`src/sv/pbla_pkg.sv`:
```
package pbla_pkg;

  localparam int LEN_BITS   = 41;
  localparam int AREA_BITS  = 50;
  localparam int CROSS_BITS = 64;

  typedef struct packed {
    logic first;
    logic last;
  } ctl_t;

endpackage

```
`src/sv/pbla_front.sv`:
```
module pbla_front #(
  parameter int COORD_BITS = 24
) (
  input  logic                         clk,
  input  logic                         rst_n,
  input  logic                         push,
  output logic                         full,
  input  logic signed [COORD_BITS-1:0] x_in,
  input  logic signed [COORD_BITS-1:0] y_in,
  input  logic                         last_in,
  output logic                         q_valid,
  input  logic                         q_take,
  output logic signed [COORD_BITS-1:0] q_x,
  output logic signed [COORD_BITS-1:0] q_y,
  output pbla_pkg::ctl_t               q_ctl
);

  logic                         start_r;
  logic                         q_valid_r;
  logic signed [COORD_BITS-1:0] q_x_r;
  logic signed [COORD_BITS-1:0] q_y_r;
  pbla_pkg::ctl_t               q_ctl_r;
  logic                         acc;

  assign full    = q_valid_r && !q_take;
  assign acc     = push && !full;
  assign q_valid = q_valid_r;
  assign q_x     = q_x_r;
  assign q_y     = q_y_r;
  assign q_ctl   = q_ctl_r;

  always_ff @(posedge clk) begin
    if (!rst_n) begin
      start_r   <= 1'b1;
      q_valid_r <= 1'b0;
    end else begin
      if (acc) begin
        start_r   <= last_in;
        q_valid_r <= 1'b1;
      end else if (q_take) begin
        q_valid_r <= 1'b0;
      end
    end
    if (acc) begin
      q_x_r         <= x_in;
      q_y_r         <= y_in;
      q_ctl_r.first <= start_r;
      q_ctl_r.last  <= last_in;
    end
  end

endmodule

```
`config.mk`:
```
export PLATFORM = sky130hd
export DESIGN_NAME = pbla_front
export DESIGN_NICKNAME = d
export VERILOG_FILES = /design/src/sv/pbla_pkg.sv /design/src/sv/pbla_front.sv
export SDC_FILE = /design/constraint.sdc
export NUM_CORES = 1
export LEC_CHECK = 0
export BUFFER_PORTS_ARGS = -buffer_cell sky130_fd_sc_hd__buf_4
export CORE_MARGIN = 2
export CORE_UTILIZATION = 41
export CTS_CLUSTER_DIAMETER = 60
export DETAILED_ROUTE_END_ITERATION = 16
export PLACE_DENSITY = 0.76
export RECOVER_POWER = 25
export REMOVE_ABC_BUFFERS = 1
export SETUP_SLACK_MARGIN = 0.1
export SYNTH_ARGS = -nofsm -noshare
export SYNTH_HDL_FRONTEND = slang
export SYNTH_SLANG_ARGS = --single-unit
```
`constraint.sdc`:
```
create_clock -name clk -period 2.6 [get_ports clk]
set_clock_uncertainty 0.05 [all_clocks]
set_input_delay 0.13 -clock clk [delete_from_list [all_inputs] [get_ports clk]]
set_output_delay 0.13 -clock clk [all_outputs]
set_load 0.05 [all_outputs]
```
Word-level counts from Yosys, hierarchy flattened
Index checks and enable logic that the tools add are counted.
{ "classes": {"n_mux": 2, "reduce_logical": 5} }
{ "ops": {"columns": ["cell", "n"], "rows": [
  ["1-bit logical AND", 2],
  ["1-bit logical NOT", 2],
  ["1-bit 2-to-1 mux", 2],
  ["2-bit nonzero test", 1]
]} }
{ "totals": {"output_inout_bits": 52, "in_bits": 53, "regBits": 52, "wordCells": 13} }

Longest topological paths before layout
Gate-level depths: netlist (run 1).
{ "logic_depth": {"word_depth": 5, "ltp_mapped": 3, "mapped_depth_nobuf": 3} }

Least setup slack after synthesis (run 1)
Ideal clock, no wire load.
{ "synth_timing": {"kind": "reg-to-reg", "start": "reg q_valid_r (netlist: q_valid)", "end": "reg q_ctl_r (netlist bit q_ctl[0]) (enable)", "t_required_ns": 2.130, "setup_ns": 0.420, "setup_slack_ns": 0.031, "arrival_time_ns": 2.099, "period_less_slack_ns": 2.569, "stages_incl_launch_ff": 3, "cell_sequence": "dfxtp_1 -> nor2b_4 -> nor2b_2"} }
{ "synth_between": {"elab_chain_cells": 3} }
{ "synth_lines": {"columns": ["element", "line_no", "source"], "rows": [
  ["start: declaration", "pbla_front.sv:19", "logic q_valid_r;"],
  ["start signal: assignment", "pbla_front.sv:35", "q_valid_r <= 1'b0;"],
  ["start signal: assignment", "pbla_front.sv:39", "q_valid_r <= 1'b1;"],
  ["start signal: assignment", "pbla_front.sv:41", "q_valid_r <= 1'b0;"],
  ["1-bit logical AND", "pbla_front.sv:25", "assign full = q_valid_r && !q_take;"],
  ["via full", "pbla_front.sv:7", "output logic full,"],
  ["1-bit logical NOT", "pbla_front.sv:26", "assign acc = push && !full;"],
  ["1-bit logical AND", "pbla_front.sv:26", null],
  ["via acc", "pbla_front.sv:23", "logic acc;"],
  ["end: declaration", "pbla_front.sv:22", "pbla_pkg::ctl_t q_ctl_r;"]
]} }
The timed path passes the listed nets, and every way through them passes these cells.
A chain may end at the register's enable or synchronous reset.

Worst setup path after layout (run 1)
{ "layout_timing": {"start": "reg q_valid_r (netlist: q_valid)", "end": "reg q_x_r[11] (netlist: q_x[11]) (enable)"} }
{ "layout_between": {"elab_chain_cells": 3} }
{ "layout_lines": {"columns": ["element", "line_no", "source"], "rows": [
  ["1-bit logical AND", "pbla_front.sv:25", null],
  ["1-bit logical NOT", "pbla_front.sv:26", null],
  ["1-bit logical AND", "pbla_front.sv:26", null],
  ["via acc", "pbla_front.sv:23", null],
  ["end signal: assignment", "pbla_front.sv:45", "q_x_r <= x_in;"],
  ["end: declaration", "pbla_front.sv:20", "logic signed [COORD_BITS-1:0] q_x_r;"]
]} }
The timed path passes the listed nets, and every way through them passes these cells.

==> impl_metrics.tcl, run 1 <==
set metrics [dict create \
    status "finished, final reports clean" \
    start_kind "flip-flop" \
    tightest_slew_ps 662.2 \
    via_per_inst 4.524 \
    switchingPower_mw 0.5051 \
    rsz0062_at_grt "no" \
    dieHeight_um 66.35 \
    portBuffers 104 \
    cts_resized 0 \
    yosysWarnings 0 \
    cts_buffers 5 \
    core-area_sq_um 3689 \
    setup_ws_ps 952.2 \
    diodes 0 \
    clock.fmax_mhz 606.9 \
    drt_iter0_markers 59 \
    detail_route.wl_per_cell_um 17.54 \
    period_minus_slack_ps 1648 \
    ys_ff_latch 52 \
    path_class "reg2reg" \
    grt_pass1_wl_um 7044 \
    grt_usage_pct 23.75 \
    yosysUniqueCellTypes 8 \
    hp-class "in2reg" \
    clock_sinks 52 \
    worstSetupEndpointType "flip-flop" \
    finalCritPeriodShare_pct 63.38 \
    p_int_mw 1.421 \
    drive_above_1_share_pct 51.58 \
    rows 22 \
    layout_common_cells "67 x buf_4, 50 x dlygate4sd3_1, 50 x edfxtp_1" \
    finalHoldViolCount 0 \
    p_seq_share_pct 51.5 \
    cts_tree "built" \
    yosys-mux-area-fraction_pct 0 \
    synthAdderAreaFrac_pct 0 \
    synth_top_family_by_area "simple AND/OR/NAND/NOR gates" \
    io_pins 105 \
    clkLatencyLatePin_ps 300 \
    worstPathMaxFanout 29 \
    relSlewSlack_pct 55.76 \
    cts_max_path_buffers 2 \
    drc 0 \
    route.vias.total 1217 \
    p_comb_share_pct 20.4 \
    finalInstanceArea_sq_um 3064 \
    p_per_area_nw_per_um2 628.7 \
    firstDrtPassIters 4 \
    netlist_instances 58 \
    leakagePower_nw 1.289 \
    grt_antenna_before_repair 0 \
    clock_power_share_pct 28.0 \
    cap_violations 0 \
    fin_tns_setup_ps 0 \
    overflow 0 \
    cts_setup_buffers 0 \
    postLayoutCoreUtil_pct 83.07 \
    routed_wl_um 4718 \
    cp_data_required_time_ps 2560 \
    peakVddDrop_uv 445.2 \
    synthToLayoutAreaGrowth_pct 92.23 \
    postPlaceCellArea_sq_um 2460 \
    grt_pass1_vias 1397 \
    clk_pin_slew_ps 90 \
    p_total_mw 1.926 \
    synth_xor_area_share_pct 0 \
    synth_area_sq_um 1594 \
    die_area_sq_um 4402 \
    swShare_pct 26.22 \
    yosys.area_share.simple_pct 1.648 \
    pre_cts_ws_ps 992.5 \
    fin_nets 273 \
    arrival_ps 1610 \
    grt_start_max_net_pins 30 \
    ant_nets 0 \
    h-tree-depth 2 \
    synth_compound_area_share_pct 1.413 \
    die_w_um 66.35 \
    final-setup-viol-count 0 \
    layout_commonest_cell "buf_4" \
    finalMaxSlewViolations 0 \
    initial_core_util_pct 43.22 \
    avgSynthCellArea_sq_um 27.48 \
    yosysSeqAreaShare_pct 96.70 \
    gp_congestion 0.6755 \
    cts_root_buf "clkbuf_8" \
]
## area by class of cell
cell class	count	area [sq um]
Sequential cell	52	1541
Multi-Input combinational cell	5	53.80
Timing Repair Buffer	155	1297
Inverter	1	3.754
Tap cell	48	60.06
Clock buffer	6	72.57
Fill cell	171	624.3
Clock inverter	2	35.03
## worst max-delay path: stages, from the launching register on
cell and delay (ps):
dfxtp_1 330, nor2b_4 150, nor2b_4 540, buf_12 280
## repair_timing
action,4_1_cts,5_1_grt
hold buffers,50,0
setup endpoints to repair,0,0
hold endpoints to repair,51,0
## cells in the mapped netlist
library cell | n | area share [%]
dfxtp_1 | 2 | 2.5
edfxtp_1 | 50 | 94
inv_1 | 1 | 0.24
nand2_1 | 1 | 0.24
nor2b_2 | 1 | 0.55
nor2b_4 | 1 | 0.86
o21a_1 | 1 | 0.47
o221ai_2 | 1 | 0.94
## worst paths after layout
path,start,end,slack (ps),cells past startpoint
worst max-delay path,q_valid,q_x[11],950,3
worst min-delay path,push,q_valid,7,2
worst max register to register,q_valid,q_x[11],950,3
worst min register to register,start_r,q_ctl[1],450,0
## cells by family after synthesis
| group | Yosys count |
|---|---|
| simple gates | 3 |
| flops | 52 |
| compound gates | 2 |
| buf+inv | 1 |
## registers in the layout, indices dropped and copies added, names as in the netlist
register / flops
q_valid: 1
q_x: 24
start_r: 1
q_ctl: 2
q_y: 24
## layer usage
layer  part of all wire (%)  track usage (%)  up-vias
met5                      0                0        -
met3                     11            10.22       15
met2                     53            42.50       84
li1                       -                -      550
met1                     32            23.01      568
met4                    3.4            11.73        0
## per-stage QoR
step	hold WS (ps)	instances
after global routing	11.53	269
after global placement	258.0	211
after floorplan	146.0	58
after CTS	5.716	269
final	7.456	269
after detailed placement	259.3	211
## power by group through the flow
stage	clock, mW	combinational (mW)	sequential (mW)
detailed placement	0	0.331	1.01
CTS	0.537	0.392	0.991
floorplan	0	0.0228	1.17
finish	0.540	0.393	0.993
global placement	0	0.327	1.01
global route	0.589	0.410	0.996
Power figures use the tool's default switching activity.
==> run 2, diff against run 1 <==
==> constraint.sdc (replaced) <==
create_clock -name clk -period 1.61 [get_ports clk]
set_clock_uncertainty 0.05 [all_clocks]
set_input_delay 0.0805 -clock clk [delete_from_list [all_inputs] [get_ports clk]]
set_output_delay 0.0805 -clock clk [all_outputs]
set_load 0.05 [all_outputs]
==> run 2 against run 1 <==
The run now ends with negative hold slack left. Maximum frequency up 24%. Worst hold slack worse by 8.3 ps. Combinational power up 61%. Design area down 0.57%. Count of clock-buffer cells in the layout unchanged. Non-clock buffer count up 2. Largest power group unchanged. Wire length down 4.6%. Sequential share of layout area up 0.29 points. First-iteration DRC count up 15%. Highest routed layer unchanged.
==> impl_metrics.tcl, run 2 (same netlist as run 1, synthesis figures left out) <==
set metrics [dict create \
    path_class "reg2reg" \
    cts_root_buf "clkbuf_8" \
    leakagePower_nw 1.280 \
    grt_pass1_vias 1284 \
    io_pins 105 \
    drive_above_1_share_pct 51.57 \
    dieHeight_um 66.35 \
    gp_congestion 0.6792 \
    cap_violations 0 \
    detail_route.wl_per_cell_um 16.60 \
    drt_iter0_markers 68 \
    cts_tree "built" \
    ant_nets 0 \
    worstSetupEndpointType "flip-flop" \
    arrival_ps 1240 \
    clock_power_share_pct 24.2 \
    crit_family "buffers and inverters" \
    instances_no_fill 271 \
    h-tree-depth 2 \
    start_kind "flip-flop" \
    overflow 0 \
    rsz0062_at_grt "no" \
    grt_pass1_wl_um 6389 \
    cp_cell_sequence "nor2b_4 -> nor2b_4 -> buf_4" \
    die_area_sq_um 4402 \
    hp-class "in2reg" \
    clk_pin_slew_ps 90 \
    p_int_mw 2.137 \
    clock_sinks 52 \
    tightest_slew_ps 358.6 \
    p_per_area_nw_per_um2 967.4 \
    finalMaxSlewViolations 0 \
    postLayoutCoreUtil_pct 82.60 \
    violations "negative hold slack" \
    cts_max_path_buffers 2 \
    drc 0 \
    switchingPower_mw 0.8102 \
    dp.cells 212 \
    fin_nets 275 \
    firstDrtPassIters 4 \
    initial_core_util_pct 43.22 \
    cpPeakStageDelay_ps 340 \
    diodes 0 \
    hold_slack_ps -0.8698 \
    final-setup-viol-count 0 \
    p_total_mw 2.947 \
    period_minus_slack_ps 1324 \
    finalCritPeriodShare_pct 82.26 \
    p_seq_share_pct 54.4 \
    relSlewSlack_pct 76.09 \
    route.vias.total 1211 \
    layout_commonest_cell "buf_4" \
    cts_buffers 5 \
    path_common_cell "nor2b_4" \
    crit_slowest_cell "buf_4" \
    cts_setup_buffers 0 \
    cp_data_required_time_ps 1520 \
    via_per_inst 4.469 \
    clock.fmax_mhz 755.1 \
    finalHoldViolCount 1 \
    grt_antenna_before_repair 0 \
    grt_usage_pct 21.68 \
    portBuffers 104 \
    worst-path-buf-inv 1 \
    layout_common_cells "69 x buf_4, 51 x dlygate4sd3_1, 50 x edfxtp_1" \
    routed_wl_um 4499 \
    die_w_um 66.35 \
    clkLatencyLatePin_ps 300 \
    rows 22 \
    p_comb_share_pct 21.4 \
    status "complete, but fails checks" \
    peakVddDrop_uv 754.1 \
    grt_start_max_net_pins 30 \
    worstPathMaxFanout 29 \
    swShare_pct 27.49 \
    synthToLayoutAreaGrowth_pct 91.13 \
    core-area_sq_um 3689 \
]
-- run 2: timing repair --
| action | in CTS | in global routing |
|---|---|---|
| hold buffers | 51 | 0 |
| endpoints found under the hold margin | 51 | 0 |
| resized for setup | 0 | 0 |
-- run 2: worst register-to-register path, delay by kind of cell (launching register included) --
kind,cells,cell delay [ps]
simple gates,2,260
buf+inv,1,340
flops,1,330
-- run 2: routing by layer --
layer  vias to the layer above  global-route usage (%)  wire length (um)
li1                        554                       -                 -
met4                         0                   9.694               118
met2                        90                   36.25              2259
met1                       556                   23.10              1624
met3                        11                   10.39               497
met5                         -                       0                 0
-- run 2: power groups by stage --
stage | Sequential [mW] | Combinational, mW | Clock [mW]
floorplan | 1.90 | 0.0368 | 0
global placement | 1.63 | 0.526 | 0
detailed placement | 1.63 | 0.531 | 0
CTS | 1.60 | 0.629 | 0.704
global route | 1.61 | 0.657 | 0.777
finish | 1.60 | 0.631 | 0.713
-- run 2: path summary, 6_finish.rpt --
kind                               from        to  slack (ps)  cells after the start
worst max-delay path            q_valid   q_x[17]         290                      3
worst min-delay path             q_take   start_r        -0.9                      3
worst max register to register  q_valid   q_x[17]         290                      3
worst min register to register  start_r  q_ctl[1]         410                      0
-- run 2: stage by stage --
stage / setup TNS (ps) / hold slack [ps] / cell area, sq um / setup WS [ps]
floorplan: -48800 / 96.46 / 1594 / -958.8
global placement: 0 / 208.7 / 2455 / 343.2
detailed placement: 0 / 210.0 / 2455 / 323.4
CTS: 0 / 1.504 / 3050 / 300.1
global route: 0 / 5.344 / 3047 / 224.1
finish: 0 / -0.8698 / 3047 / 285.7
-- run 2: area by class of cell --
class / instances / area [sq um]
Tap cell: 48 / 60.06
Timing Repair Buffer: 157 / 1303
Clock inverter: 2 / 12.51
Multi-Input combinational cell: 5 / 53.80
Sequential cell: 52 / 1541
Inverter: 1 / 3.754
Fill cell: 182 / 641.9
Clock buffer: 6 / 72.57
==> run 3, diff against run 2 <==
==> constraint.sdc (replaced) <==
create_clock -name clk -period 1.3 [get_ports clk]
set_clock_uncertainty 0.05 [all_clocks]
set_input_delay 0.065 -clock clk [delete_from_list [all_inputs] [get_ports clk]]
set_output_delay 0.065 -clock clk [all_outputs]
set_load 0.05 [all_outputs]
==> run 3 against run 2 <==
The flow now finishes without violations. Sequential cell count unchanged. Wire length increased by 6.6%. Design area increased by 5.6%. Worst hold slack improved by 160 ps. Sequential power increased by 24%. Combinational power increased by 35%. Non-clock buffer count increased by 6. Worst setup slack got worse by 260 ps. Die area unchanged. Register-to-register slack got worse by 240 ps. Critical endpoint is now q_x[18]. Highest routed layer unchanged.
==> impl_metrics.tcl, run 3 (same netlist as run 1, synthesis figures left out) <==
set metrics [dict create \
    cap_violations 0 \
    die_area_sq_um 4402 \
    fin_tns_setup_ps 0 \
    fin_nets 281 \
    clkLatencyLatePin_ps 300 \
    rows 22 \
    path_class "in2reg" \
    grt_pass1_wl_um 6596 \
    crit_slowest_cell "dlygate4sd3_1" \
    portBuffers 104 \
    hp-class "in2reg" \
    cts_tree "built" \
    cp_data_required_time_ps 1270 \
    start_kind "primary input" \
    grt_usage_pct 21.35 \
    final-setup-viol-count 0 \
    min_from "q_take" \
    rsz0062_at_grt "yes" \
    fillers 150 \
    io_pins 105 \
    dieHeight_um 66.35 \
    drc 0 \
    grt_start_max_net_pins 30 \
    clock_sinks 52 \
    route.vias.total 1242 \
    finalCritPeriodShare_pct 98.11 \
    cts_max_path_buffers 2 \
    die_w_um 66.35 \
    finalHoldViolCount 0 \
    worstSetupEndpointType "flip-flop" \
    multi_input_area_sq_um 53.80 \
    via_per_inst 4.484 \
    cts_root_buf "clkbuf_8" \
    instances_no_fill 277 \
    h-tree-depth 2 \
    grt_antenna_before_repair 0 \
    cpPeakStageDelay_ps 570 \
    cp_cell_sequence "dlygate4sd3_1 -> buf_4 -> nor2b_4 -> buf_12 -> clkbuf_16" \
    crit_family "buffers and inverters" \
    synthToLayoutAreaGrowth_pct 101.8 \
    firstDrtPassIters 4 \
    layout_common_cells "67 x buf_4, 51 x dlygate4sd3_1, 50 x edfxtp_1" \
    p_total_mw 3.905 \
    status "finished, final reports clean" \
    worstPathMaxFanout 11 \
    tightest_slew_ps 168.2 \
    leakagePower_nw 1.364 \
    overflow 0 \
    postLayoutCoreUtil_pct 87.21 \
    drive_above_1_share_pct 53.71 \
    ant_nets 0 \
    grt_pass1_vias 1328 \
    critPathLaunch "push" \
    clock.fmax_mhz 784.1 \
    cts_buffers 5 \
    detail_route.wl_per_cell_um 17.31 \
    arrival_ps 1250 \
    routed_wl_um 4796 \
    core-area_sq_um 3689 \
    diodes 0 \
    initial_core_util_pct 43.22 \
    drt_iter0_markers 26 \
    dp.cells 212 \
    finalMaxSlewViolations 0 \
    seqCellArea_sq_um 1543 \
    r2r_start "q_valid" \
    worst-path-buf-inv 4 \
    p_per_area_nw_per_um2 1214 \
    dp_hpwl_um 2476 \
    period_minus_slack_ps 1275 \
    gp_congestion 0.6808 \
    peakVddDrop_uv 872.0 \
    layout_commonest_cell "buf_4" \
    clk_pin_slew_ps 100 \
    relSlewSlack_pct 88.79 \
]
-- run 3: cell count changes in the layout (fill, tap and decap cells not counted), moves of 2 or more --
cell	previous run	this run
buf_12	0	3
buf_4	69	67
buf_6	0	2
clkbuf_16	0	3
-- run 3: what timing repair did --
item                                   CTS  global route
setup buffers                            0             2
resized for setup                        1             1
hold buffers                            51             0
cloned                                   0             4
setup endpoints to repair               29            52
endpoints found under the hold margin   51             0
-- run 3: final timing paths --
check	end	slack, ps	depth (start not counted)
setup / recovery	q_x[18]	20	5
hold / removal	start_r	160	4
setup reg to reg	q_x[18]	50	4
hold reg to reg	q_ctl[1]	430	0
-- run 3: area by class of cell --
type | instances | area share [%]
clock buffer | 6 | 2.256
clock inverter | 2 | 1.089
sequential | 52 | 47.96
timing repair buffer | 163 | 45.04
multi-input combinational | 5 | 1.672
tap | 48 | 1.867
inverter | 1 | 0.1167
-- run 3: power breakdown --
group	total [mW]	switching, mW	internal (mW)
sequential	1.99	0.0347	1.95
clock	1.07	0.495	0.572
combinational	0.852	0.481	0.370
total	3.91	1.01	2.89
-- run 3: tightest hold or removal path: cells and delay by family --
family	cells	cell delay, ps
buffers and inverters	2	230
AOI/OAI and AO/OA	1	140
and+or+nand+nor	1	50
-- run 3: stage by stage --
stage | hold slack (ps) | setup slack (ps) | instance area [sq um]
after detailed placement | 194.3 | 112.1 | 2480
after global placement | 193.0 | 137.3 | 2480
after CTS | -7.459 | 80.05 | 3102
after floorplan | 80.96 | -1269 | 1594
after global routing | 162.3 | 25.13 | 3217
final | 162.3 | 24.60 | 3217
-- run 3: routing by layer --
layer | share of wire, % | wire [um] | vias up | GRT usage [%]
met3 | 11 | 505 | 10 | 10.39
met2 | 51 | 2444 | 87 | 36.50
met1 | 36 | 1739 | 576 | 22.91
met5 | 0 | 0 | - | 0
met4 | 2.2 | 106 | 0 | 7.398
li1 | - | - | 569 | -
